$ cat src/ibsiu_pkg.sv
package ibsiu_pkg;

  // Flag bit positions in the flag register.
  localparam int unsigned FLAG_S = 7;
  localparam int unsigned FLAG_Z = 6;
  localparam int unsigned FLAG_Y = 5;
  localparam int unsigned FLAG_H = 4;
  localparam int unsigned FLAG_X = 3;
  localparam int unsigned FLAG_P = 2;
  localparam int unsigned FLAG_N = 1;
  localparam int unsigned FLAG_C = 0;

  // Cycle counts reported for each instruction class.
  localparam logic [4:0] CYC_TEST   = 5'd20;
  localparam logic [4:0] CYC_MODIFY = 5'd23;
  localparam logic [4:0] CYC_NONE   = 5'd0;

  // Opcode fields.
  localparam logic [2:0] OPERAND_MEM = 3'd6;
  localparam logic [7:0] OP_SLL      = 8'h36;

  // Operation groups, taken from the top two opcode bits.
  localparam logic [1:0] GRP_SHIFT = 2'd0;
  localparam logic [1:0] GRP_BIT   = 2'd1;
  localparam logic [1:0] GRP_RES   = 2'd2;
  localparam logic [1:0] GRP_SET   = 2'd3;

  // Rotate and shift selectors within the shift group.
  localparam logic [2:0] SH_RLC = 3'd0;
  localparam logic [2:0] SH_RRC = 3'd1;
  localparam logic [2:0] SH_RL  = 3'd2;
  localparam logic [2:0] SH_RR  = 3'd3;
  localparam logic [2:0] SH_SLA = 3'd4;
  localparam logic [2:0] SH_SRA = 3'd5;
  localparam logic [2:0] SH_SLL = 3'd6;
  localparam logic [2:0] SH_SRL = 3'd7;

  // One instruction as it enters the unit.
  typedef struct packed {
    logic [7:0]        opcode_byte;
    logic signed [7:0] displacement;
    logic [15:0]       index_base;
    logic [7:0]        memory_byte;
    logic [7:0]        flags_in;
  } item_t;

  // The outcome of one instruction.
  typedef struct packed {
    logic [15:0] address;
    logic        write_enable;
    logic [7:0]  write_byte;
    logic [7:0]  flags_out;
    logic        trapped;
    logic [4:0]  cycle_count;
  } result_t;

endpackage

$ cat src/ibsiu_req_if.sv
interface ibsiu_req_if;
  logic              valid;
  logic              ready;
  logic [7:0]        opcode_byte;
  logic signed [7:0] displacement;
  logic [15:0]       index_base;
  logic [7:0]        memory_byte;
  logic [7:0]        flags_in;

  modport source (
    output valid, opcode_byte, displacement, index_base, memory_byte, flags_in,
    input  ready
  );
  modport sink (
    input  valid, opcode_byte, displacement, index_base, memory_byte, flags_in,
    output ready
  );
endinterface

$ cat src/ibsiu_rsp_if.sv
interface ibsiu_rsp_if;
  logic        valid;
  logic        ready;
  logic [15:0] address;
  logic        write_enable;
  logic [7:0]  write_byte;
  logic [7:0]  flags_out;
  logic        trapped;
  logic [4:0]  cycle_count;

  modport source (
    output valid, address, write_enable, write_byte, flags_out, trapped, cycle_count,
    input  ready
  );
  modport sink (
    input  valid, address, write_enable, write_byte, flags_out, trapped, cycle_count,
    output ready
  );
endinterface

$ cat src/ibsiu_exec.sv
module ibsiu_exec (
  input  ibsiu_pkg::item_t   item,
  input  logic               undocumented_enable,
  output ibsiu_pkg::result_t result
);

  logic [1:0] group;
  logic [2:0] sel;
  logic [7:0] bitmask;
  logic [7:0] mem;
  logic [7:0] fin;
  logic       illegal;
  logic [7:0] shifted;
  logic       carry;
  logic [7:0] shift_flags;
  logic [7:0] bit_flags;

  assign group   = item.opcode_byte[7:6];
  assign sel     = item.opcode_byte[5:3];
  assign bitmask = 8'd1 << sel;
  assign mem     = item.memory_byte;
  assign fin     = item.flags_in;

  // Anything not addressing memory traps, as does SLL while it is disabled.
  assign illegal = (item.opcode_byte[2:0] != ibsiu_pkg::OPERAND_MEM) ||
                   ((item.opcode_byte == ibsiu_pkg::OP_SLL) && !undocumented_enable);

  // Rotate and shift datapath.
  always_comb begin
    case (sel)
      ibsiu_pkg::SH_RLC: begin
        carry   = mem[7];
        shifted = {mem[6:0], mem[7]};
      end
      ibsiu_pkg::SH_RRC: begin
        carry   = mem[0];
        shifted = {mem[0], mem[7:1]};
      end
      ibsiu_pkg::SH_RL: begin
        carry   = mem[7];
        shifted = {mem[6:0], fin[ibsiu_pkg::FLAG_C]};
      end
      ibsiu_pkg::SH_RR: begin
        carry   = mem[0];
        shifted = {fin[ibsiu_pkg::FLAG_C], mem[7:1]};
      end
      ibsiu_pkg::SH_SLA: begin
        carry   = mem[7];
        shifted = {mem[6:0], 1'b0};
      end
      ibsiu_pkg::SH_SRA: begin
        carry   = mem[0];
        shifted = {mem[7], mem[7:1]};
      end
      ibsiu_pkg::SH_SLL: begin
        carry   = mem[7];
        shifted = {mem[6:0], 1'b1};
      end
      default: begin
        carry   = mem[0];
        shifted = {1'b0, mem[7:1]};
      end
    endcase
  end

  // Flags after a rotate or shift: only the two undefined bits pass through.
  always_comb begin
    shift_flags                    = 8'd0;
    shift_flags[ibsiu_pkg::FLAG_Y] = fin[ibsiu_pkg::FLAG_Y];
    shift_flags[ibsiu_pkg::FLAG_X] = fin[ibsiu_pkg::FLAG_X];
    shift_flags[ibsiu_pkg::FLAG_C] = carry;
    shift_flags[ibsiu_pkg::FLAG_Z] = (shifted == 8'd0);
    shift_flags[ibsiu_pkg::FLAG_S] = shifted[7];
    shift_flags[ibsiu_pkg::FLAG_P] = ~^shifted;
  end

  // Flags after a bit test; carry and the undefined bits are kept.
  always_comb begin
    bit_flags                    = fin;
    bit_flags[ibsiu_pkg::FLAG_H] = 1'b1;
    bit_flags[ibsiu_pkg::FLAG_N] = 1'b0;
    bit_flags[ibsiu_pkg::FLAG_Z] = ((mem & bitmask) == 8'd0);
    bit_flags[ibsiu_pkg::FLAG_P] = ((mem & bitmask) == 8'd0);
    bit_flags[ibsiu_pkg::FLAG_S] = (sel == 3'd7) && mem[7];
  end

  // Result selection by operation group.
  always_comb begin
    result.address      = item.index_base + {{8{item.displacement[7]}}, item.displacement};
    result.write_enable = 1'b0;
    result.write_byte   = 8'd0;
    result.flags_out    = fin;
    result.trapped      = 1'b0;
    result.cycle_count  = ibsiu_pkg::CYC_NONE;
    if (illegal) begin
      result.trapped = 1'b1;
    end else begin
      case (group)
        ibsiu_pkg::GRP_BIT: begin
          result.flags_out   = bit_flags;
          result.cycle_count = ibsiu_pkg::CYC_TEST;
        end
        ibsiu_pkg::GRP_RES: begin
          result.write_enable = 1'b1;
          result.write_byte   = mem & ~bitmask;
          result.cycle_count  = ibsiu_pkg::CYC_MODIFY;
        end
        ibsiu_pkg::GRP_SET: begin
          result.write_enable = 1'b1;
          result.write_byte   = mem | bitmask;
          result.cycle_count  = ibsiu_pkg::CYC_MODIFY;
        end
        default: begin
          result.write_enable = 1'b1;
          result.write_byte   = shifted;
          result.flags_out    = shift_flags;
          result.cycle_count  = ibsiu_pkg::CYC_MODIFY;
        end
      endcase
    end
  end

endmodule

$ cat src/indexed_bit_shift_instruction_unit.sv
// A transfer accepted on req passes the input register, then the result
// register, before it reaches rsp. Throughput: one instruction per cycle while
// rsp does not stall, set by the input register feeding the decode and byte
// logic straight into the result register. Reset: synchronous and active high;
// both pipeline stages are emptied and undocumented_enable returns to 1.
module indexed_bit_shift_instruction_unit (
  input  logic        clk,
  input  logic        rst,
  ibsiu_req_if.sink   req,
  ibsiu_rsp_if.source rsp,
  input  logic        cfg_write,
  input  logic        cfg_data
);

  logic               undocumented_enable;
  logic               s1_valid;
  ibsiu_pkg::item_t   s1_item;
  ibsiu_pkg::result_t exec_result;
  logic               out_valid;
  ibsiu_pkg::result_t out_result;
  logic               out_load;
  logic               s1_load;

  // The result register may load when empty or when its contents leave.
  assign out_load  = !out_valid || rsp.ready;
  assign s1_load   = !s1_valid || out_load;
  assign req.ready = s1_load;

  // Configuration register.
  always_ff @(posedge clk) begin
    if (rst) begin
      undocumented_enable <= 1'b1;
    end else if (cfg_write) begin
      undocumented_enable <= cfg_data;
    end
  end

  // Input register.
  always_ff @(posedge clk) begin
    if (rst) begin
      s1_valid <= 1'b0;
    end else if (s1_load) begin
      s1_valid <= req.valid;
    end
  end

  always_ff @(posedge clk) begin
    if (s1_load && req.valid) begin
      s1_item.opcode_byte  <= req.opcode_byte;
      s1_item.displacement <= req.displacement;
      s1_item.index_base   <= req.index_base;
      s1_item.memory_byte  <= req.memory_byte;
      s1_item.flags_in     <= req.flags_in;
    end
  end

  ibsiu_exec u_exec (
    .item                (s1_item),
    .undocumented_enable (undocumented_enable),
    .result              (exec_result)
  );

  // Result register.
  always_ff @(posedge clk) begin
    if (rst) begin
      out_valid <= 1'b0;
    end else if (out_load) begin
      out_valid <= s1_valid;
    end
  end

  always_ff @(posedge clk) begin
    if (out_load && s1_valid) begin
      out_result <= exec_result;
    end
  end

  assign rsp.valid        = out_valid;
  assign rsp.address      = out_result.address;
  assign rsp.write_enable = out_result.write_enable;
  assign rsp.write_byte   = out_result.write_byte;
  assign rsp.flags_out    = out_result.flags_out;
  assign rsp.trapped      = out_result.trapped;
  assign rsp.cycle_count  = out_result.cycle_count;

`ifndef ASSERT_OFF
  // Reset empties the result stage.
  a_reset_empty: assert property (@(posedge clk) rst |=> !out_valid)
    else $error("result stage not empty after reset");

  // A new result can only come from an occupied input stage.
  a_result_source: assert property (@(posedge clk) disable iff (rst)
    $rose(out_valid) |-> $past(s1_valid))
    else $error("result appeared without an instruction in the input stage");

  // A stalled input stage keeps its instruction.
  a_s1_hold: assert property (@(posedge clk) disable iff (rst)
    (s1_valid && !out_load) |=> (s1_valid && $stable(s1_item)))
    else $error("input stage lost its instruction while stalled");

  // A trap writes nothing and reports no cycles.
  a_trap_quiet: assert property (@(posedge clk) disable iff (rst)
    (out_valid && out_result.trapped) |->
      (!out_result.write_enable && (out_result.cycle_count == ibsiu_pkg::CYC_NONE)))
    else $error("trapped instruction has side effects");

  // Every write-back belongs to a modifying instruction.
  a_write_cycles: assert property (@(posedge clk) disable iff (rst)
    (out_valid && out_result.write_enable) |->
      (out_result.cycle_count == ibsiu_pkg::CYC_MODIFY))
    else $error("write-back with wrong cycle count");
`endif

endmodule

$ cat src/flat_wrapper.sv
// flat-port wrapper written by rule: the top's interface ports become plain ports
module indexed_bit_shift_instruction_unit_flat 
  (clk, rst, cfg_write, cfg_data, req_valid, req_opcode_byte, req_displacement, req_index_base, req_memory_byte, req_flags_in, req_ready, rsp_valid, rsp_address, rsp_write_enable, rsp_write_byte, rsp_flags_out, rsp_trapped, rsp_cycle_count, rsp_ready);
  ibsiu_req_if req_i ();
  ibsiu_rsp_if rsp_i ();
  input  logic clk;
  input  logic rst;
  input  logic cfg_write;
  input  logic cfg_data;
  input wire logic [$bits(req_i.valid)-1:0] req_valid;
  input wire logic [$bits(req_i.opcode_byte)-1:0] req_opcode_byte;
  input wire logic [$bits(req_i.displacement)-1:0] req_displacement;
  input wire logic [$bits(req_i.index_base)-1:0] req_index_base;
  input wire logic [$bits(req_i.memory_byte)-1:0] req_memory_byte;
  input wire logic [$bits(req_i.flags_in)-1:0] req_flags_in;
  output wire logic [$bits(req_i.ready)-1:0] req_ready;
  output wire logic [$bits(rsp_i.valid)-1:0] rsp_valid;
  output wire logic [$bits(rsp_i.address)-1:0] rsp_address;
  output wire logic [$bits(rsp_i.write_enable)-1:0] rsp_write_enable;
  output wire logic [$bits(rsp_i.write_byte)-1:0] rsp_write_byte;
  output wire logic [$bits(rsp_i.flags_out)-1:0] rsp_flags_out;
  output wire logic [$bits(rsp_i.trapped)-1:0] rsp_trapped;
  output wire logic [$bits(rsp_i.cycle_count)-1:0] rsp_cycle_count;
  input wire logic [$bits(rsp_i.ready)-1:0] rsp_ready;
  assign req_i.valid = req_valid;
  assign req_i.opcode_byte = req_opcode_byte;
  assign req_i.displacement = req_displacement;
  assign req_i.index_base = req_index_base;
  assign req_i.memory_byte = req_memory_byte;
  assign req_i.flags_in = req_flags_in;
  assign req_ready = req_i.ready;
  assign rsp_valid = rsp_i.valid;
  assign rsp_address = rsp_i.address;
  assign rsp_write_enable = rsp_i.write_enable;
  assign rsp_write_byte = rsp_i.write_byte;
  assign rsp_flags_out = rsp_i.flags_out;
  assign rsp_trapped = rsp_i.trapped;
  assign rsp_cycle_count = rsp_i.cycle_count;
  assign rsp_i.ready = rsp_ready;
  indexed_bit_shift_instruction_unit u_core (.clk(clk), .rst(rst), .req(req_i), .rsp(rsp_i), .cfg_write(cfg_write), .cfg_data(cfg_data));
endmodule
$ cat config.mk
export PLATFORM = sky130hd
export DESIGN_NAME = indexed_bit_shift_instruction_unit_flat
export DESIGN_NICKNAME = d
export VERILOG_FILES = /design/src/ibsiu_pkg.sv /design/src/ibsiu_req_if.sv /design/src/ibsiu_rsp_if.sv /design/src/ibsiu_exec.sv /design/src/indexed_bit_shift_instruction_unit.sv /design/src/flat_wrapper.sv
export SDC_FILE = /design/constraint.sdc
export NUM_CORES = 1
export LEC_CHECK = 0
export ABC_CLOCK_PERIOD_IN_PS = 2670
export BUFFER_PORTS_ARGS = -buffer_cell sky130_fd_sc_hd__buf_2
export CAP_MARGIN = 40
export CORE_MARGIN = 2
export CORE_UTILIZATION = 35
export CTS_BUF_LIST = sky130_fd_sc_hd__clkbuf_8
export CTS_CLUSTER_SIZE = 20
export DETAILED_ROUTE_END_ITERATION = 10
export PLACE_DENSITY = 0.59
export SYNTH_ARGS = -nofsm -noshare
export SYNTH_HDL_FRONTEND = slang
export SYNTH_SLANG_ARGS = --single-unit
$ cat constraint.sdc
create_clock -name clk -period 2.67 [get_ports clk]
set_clock_uncertainty 0.2 [all_clocks]
set_input_delay 0.4005 -clock clk [delete_from_list [all_inputs] [get_ports clk]]
set_output_delay 0.4005 -clock clk [all_outputs]
set_load 0.05 [all_outputs]
**Word level (Yosys, flattened, before mapping)**

Cells that the tools add are included.

- Eq/ne operators: 12
- Muxes and demuxes: 7
- Reductions and logical operators: 16
- Bitwise gates (word level): 4
- Shift-type cells: 1
- $add $sub $neg: 1

Operator list:

| cell | number |
|---|---|
| one-hot mux 8 bit (7 select lines) | 1 |
| one-hot mux 9 bit (3 select lines) | 1 |
| adder 16 bit | 1 |
| bitwise AND 8 bit | 2 |
| logical NOT 8 bit | 2 |
| one-hot mux 8 bit (2 select lines) | 1 |
| equality test 3 bit (second input constant) | 4 |
| equality test 8 x 6 -> 1 bit (second input constant) | 1 |
| two-way mux 8 bit | 1 |
| inverter 8 bit | 1 |
| OR 8 bit | 1 |
| XNOR reduction 8 bit | 1 |
| left shift 1 x 3 -> 8 bit (first input constant) | 1 |
| equality test 3 x 2 -> 1 bit (second input constant) | 2 |
| equality test 2 bit (second input constant) | 2 |
| logical AND 1 bit | 4 |
| OR reduction 4 bit | 1 |
| equality test 3 x 1 -> 1 bit (second input constant) | 1 |
| logical NOT 1 bit | 3 |
| logical NOT 3 bit | 1 |
| logical OR 1 bit | 3 |
| != test 3 bit (second input constant) | 1 |
| equality test 2 x 1 -> 1 bit (second input constant) | 1 |
| two-way mux 1 bit | 2 |
| other kinds (2) | 2 |

- Register bits after elaboration: 90
- Input port bits: 54
- Output and inout port bits: 41

**Depth between registers and ports, before layout**

- Depth in word-level cells: 5
- Depth in mapped cells: 10
- Gate-level depth less buffers: 9

**Modules after synthesis**

From an unflattened synthesis, not the netlist that was laid out.

- Cells, all modules: 300
- Area, all modules: 4220.3 µm²

Modules (own cells, without submodules):

| module | cells each | area each (µm²) | times used |
|---|---|---|---|
| indexed_bit_shift_instruction_unit | 100 | 2751.4 | 1 |
| ibsiu_exec | 200 | 1468.9 | 1 |

**Worst setup path before layout**

Ideal clock, no wire load.

- Path type: reg-to-reg
- Start: register u_core.out_valid, in the netlist u_core.rsp.valid
- End: register u_core.out_result, in the netlist u_core.rsp.address[0] (enable)
- Arrival time: 2.333 ns
- Clock period less this slack: 2.967 ns
- Setup slack: -0.297 ns
- Setup time: 0.434 ns
- Buffers on the path: 0
- Cell stages (with the launch flop): 3
- Required time: 2.036 ns
- Path through: dfxtp_1 > nor2b_1 > nor2b_1

- Word-level cells in the longest chain between the ends: 3

RTL lines:

| item | line | RTL |
|---|---|---|
| from (decl) | indexed_bit_shift_instruction_unit.sv:19 | `logic out_valid;` |
| from (signal assigned) | indexed_bit_shift_instruction_unit.sv:68 | `out_valid <= s1_valid;` |
| logical NOT 1 bit | indexed_bit_shift_instruction_unit.sv:25 | `assign out_load = !out_valid \|\| rsp.ready;` |
| logical OR 1 bit | indexed_bit_shift_instruction_unit.sv:25 |  |
| logical AND 1 bit | indexed_bit_shift_instruction_unit.sv:73 | `if (out_load && s1_valid) begin` |
| to (signal assigned) | indexed_bit_shift_instruction_unit.sv:74 | `out_result <= exec_result;` |
| to (decl) | indexed_bit_shift_instruction_unit.sv:20 | `ibsiu_pkg::result_t out_result;` |

No other way between the ends.
A chain may end at the register's enable or synchronous reset.

==> results.cfg <==
[logic_synthesis]
synth_seq_cells = 87
ys_seq_area_share_pct = 64.00
synth_top_area_share_pct = 62.51
muxShareOfSynthArea_pct = 5.116
synth_compound_area_share_pct = 10.76
synthFlopType = edfxtp_1
synth-edff-count = 84
synth_area_leader_cell = edfxtp_1
synthArstFlopShare_pct = 0
synthXorXnorAreaFrac_pct = 3.473
synthAdderAreaFrac_pct = 6.388
yosysUniqueCellTypes = 47
syn_area_per_cell_um2 = 13.87
netlist_top_cells_area = edfxtp_1, ha_1, mux2i_1
synthSimpleGateAreaFrac_pct = 8.310
yosys_warnings = 0
syn_area_mm2 = 0.004035
syn_nets = 365
synth_top_family_by_area = compound AO/OA/AOI/OAI gates
synth_cells = 291

[setup_path]
reg2reg_setup_slack_ns = 0.12
crit_arrival_ns = 2.45
startpoint_type = register
worstPathRequired_ns = 2.56
startpoint = u_core.s1_item[16]$_DFFE_PP_
end_kind = register
r2r-start = u_core.s1_item[16]$_DFFE_PP_
crit_type = reg -> reg
cp_max_fo = 2
rr_worst_depth = 8
reg2reg_to = u_core.rsp.address[14]$_DFFE_PP_

[layout]
drive_gt1_share_pct = 30.86
fillers = 1070
nets = 500
final_cell_mix = buf_2, edfxtp_1, dlygate4sd3_1
final_common_cell = buf_2
syn_to_final_growth_pct = 29.30
n_antenna_cell = 0

[sta]
relSlewSlack_pct = 58.98
totalNegativeSetupSlack_ns = 0
period_share_pct = 95.69
worst_slack_ns = 0.1152
slew_viol_final = 0
finalSetupViolCount = 0
grt_setup_unrepaired = false
tightest_slew_ns = 0.6153
hold_viol = 0
finalCriticalPeriod_ns = 2.555
max_freq_mhz = 391.4

[clock_network]
cts_made_buffers = 9
clock_latency_ns = 0.35
cts_tree = done
clk_transition_reported_paths_ns = 0.08
cts_sinks = 87
cts_buffer_depth = 2
cts_max_level = 3
ctsRootBufferMaster = clkbuf_8

[placement]
place_worst_setup_slack_ns = 0.1082
portBuffers = 93
place.gp.congestion = 0.8558
hpwl_um = 6000

[floorplanning]
core_mm2 = 0.01132
start_util_pct = 35.64
die_y_um = 111.4
die_w_um = 111.4
die_area_mm2 = 0.01240
ioPinCount = 95
num_rows = 39

[route]
drc = 0
drtIter0Drc = 43
firstDrtPassIters = 4
wire_per_inst_um = 14.02
vias_per_cell = 4.767
wl_um = 8049
vias = 2736
ant_nets = 0

[pwr]
p_leak_nw = 2.134
intPower_mw = 2.167
ir_drop_mv = 0.3203
p_clk_share_pct = 25.5
pwr-share-comb_pct = 19.8
p_per_area_mw_per_mm2 = 575.9
power_switching_mw = 0.8378
seq_power_share_pct = 54.6
swShare_pct = 27.88

[global_route]
overflow = 0
grt_pass1_wl_um = 13370
grt_max_degree = 26
grt_use_total_pct = 13.68
antenna_found_initial = 0
grt_pass1_vias = 2749

[run]
maxCapViolCount = 0

[min_path]
hp-start = req_memory_byte[5]
min_delay_worst_endpoint = u_core.s1_item[13]$_DFFE_PP_
holdCritPathClass = in -> reg
min_delay_path_depth = 1

[run_status]
status = finished clean
## cell type report
cell class                      count  area (um2)  share of cell area (%)
Clock inverter                      7       33.78                  0.6475
Timing Repair Buffer              136       890.9                   17.07
Clock buffer                        9       123.9                   2.374
Tap cell                          143       178.9                   3.429
Inverter                            4       15.01                  0.2878
Multi-Input combinational cell    188        1393                   26.69
Sequential cell                    87        2582                   49.50
## synth_stat cells (3+ instances only)
library cell and count:
a211o_1 3, a21o_1 10, a21oi_1 16, buf_4 3
clkbuf_1 6, dfxtp_1 3, edfxtp_1 84, ha_1 19
inv_1 4, mux2_2 3, mux2i_1 15, nand2_1 12
nand3_1 6, nor2_1 21, nor2b_1 8, nor3_1 6
o21a_1 3, o21ai_0 10, o21bai_1 3, o22ai_1 6
xnor2_1 8, xor2_1 8
## power groups by stage
stage	logic [mW]	registers, mW	clock network [mW]
floorplan	0.283	1.79	0
global placement	0.558	1.67	0
detailed placement	0.568	1.67	0
CTS	0.588	1.64	0.804
global route	0.652	1.65	0.868
finish	0.596	1.64	0.767
## registers in the layout (all words and copies together) (netlist names)
signal                      count
u_core.rsp.valid                1
u_core.rsp.trapped              1
u_core.rsp.cycle_count          2
u_core.rsp.flags_out            8
u_core.rsp.address             16
u_core.s1_item                 48
u_core.undocumented_enable      1
u_core.s1_valid                 1
u_core.rsp.write_enable         1
u_core.rsp.write_byte           8
## repair_timing
item	4_1_cts	5_1_grt
endpoints found under the hold margin	17	11
endpoints found under the setup margin	0	1
buffers inserted	0	0
gates resized for setup	0	1
hold buffers	17	11
## cell families after synthesis
family,count (synthesis)
DFF,87
other,1
buffers and inverters,16
AOI/OAI and AO/OA,65
and+or+nand+nor,67
adders and majority gates,20
xor gates and xnor gates,16
muxes,19
## stage by stage
step / hold slack [ns] / util, % / total power [mW] / instance area (um2) / std cells
detailed placement: 0.2062 / 42.16 / 2.242 / 4773 / 530
global route: 0.003505 / 46.09 / 3.174 / 5218 / 574
floorplan: 0.2003 / - / 2.072 / 4039 / 291
finish: 0.02687 / 46.09 / 3.005 / 5218 / 574
global placement: 0.2015 / 41.92 / 2.230 / 4746 / 529
CTS: 0.0005642 / 45.06 / 3.036 / 5101 / 563
## worst max-delay path: stages (launching register included)
cell and delay (ns):
edfxtp_1 0.38, ha_1 0.24, fa_1 0.40, a21oi_1 0.19, o21ai_0 0.15, a21o_1 0.23
a32oi_1 0.23, o21ai_0 0.12, xor2_1 0.15
## layer usage
metal	up-vias	global-route usage [%]	routed length [um]
li1	1375	-	-
met1	1275	14.73	3057
met2	67	24.47	4370
met3	19	3.811	349
met4	0	7.160	272
met5	-	0	0
## worst max path at each step
| stage | depth (start not counted) | slack [ns] | endpoint |
|---|---|---|---|
| final | 8 | 0.12 | u_core.rsp.address[14]$_DFFE_PP_ |
| after global routing | 8 | 0.004 | u_core.rsp.address[12]$_DFFE_PP_ |
| after CTS | 8 | 0.08 | u_core.rsp.address[12]$_DFFE_PP_ |
| after detailed placement | 8 | 0.11 | u_core.rsp.address[12]$_DFFE_PP_ |
| after global placement | 8 | 0.16 | u_core.rsp.address[14]$_DFFE_PP_ |
| after floorplan | 7 | 0.13 | u_core.rsp.address[13]$_DFFE_PP_ |
No activity file was read; power rests on OpenSTA's default activity.
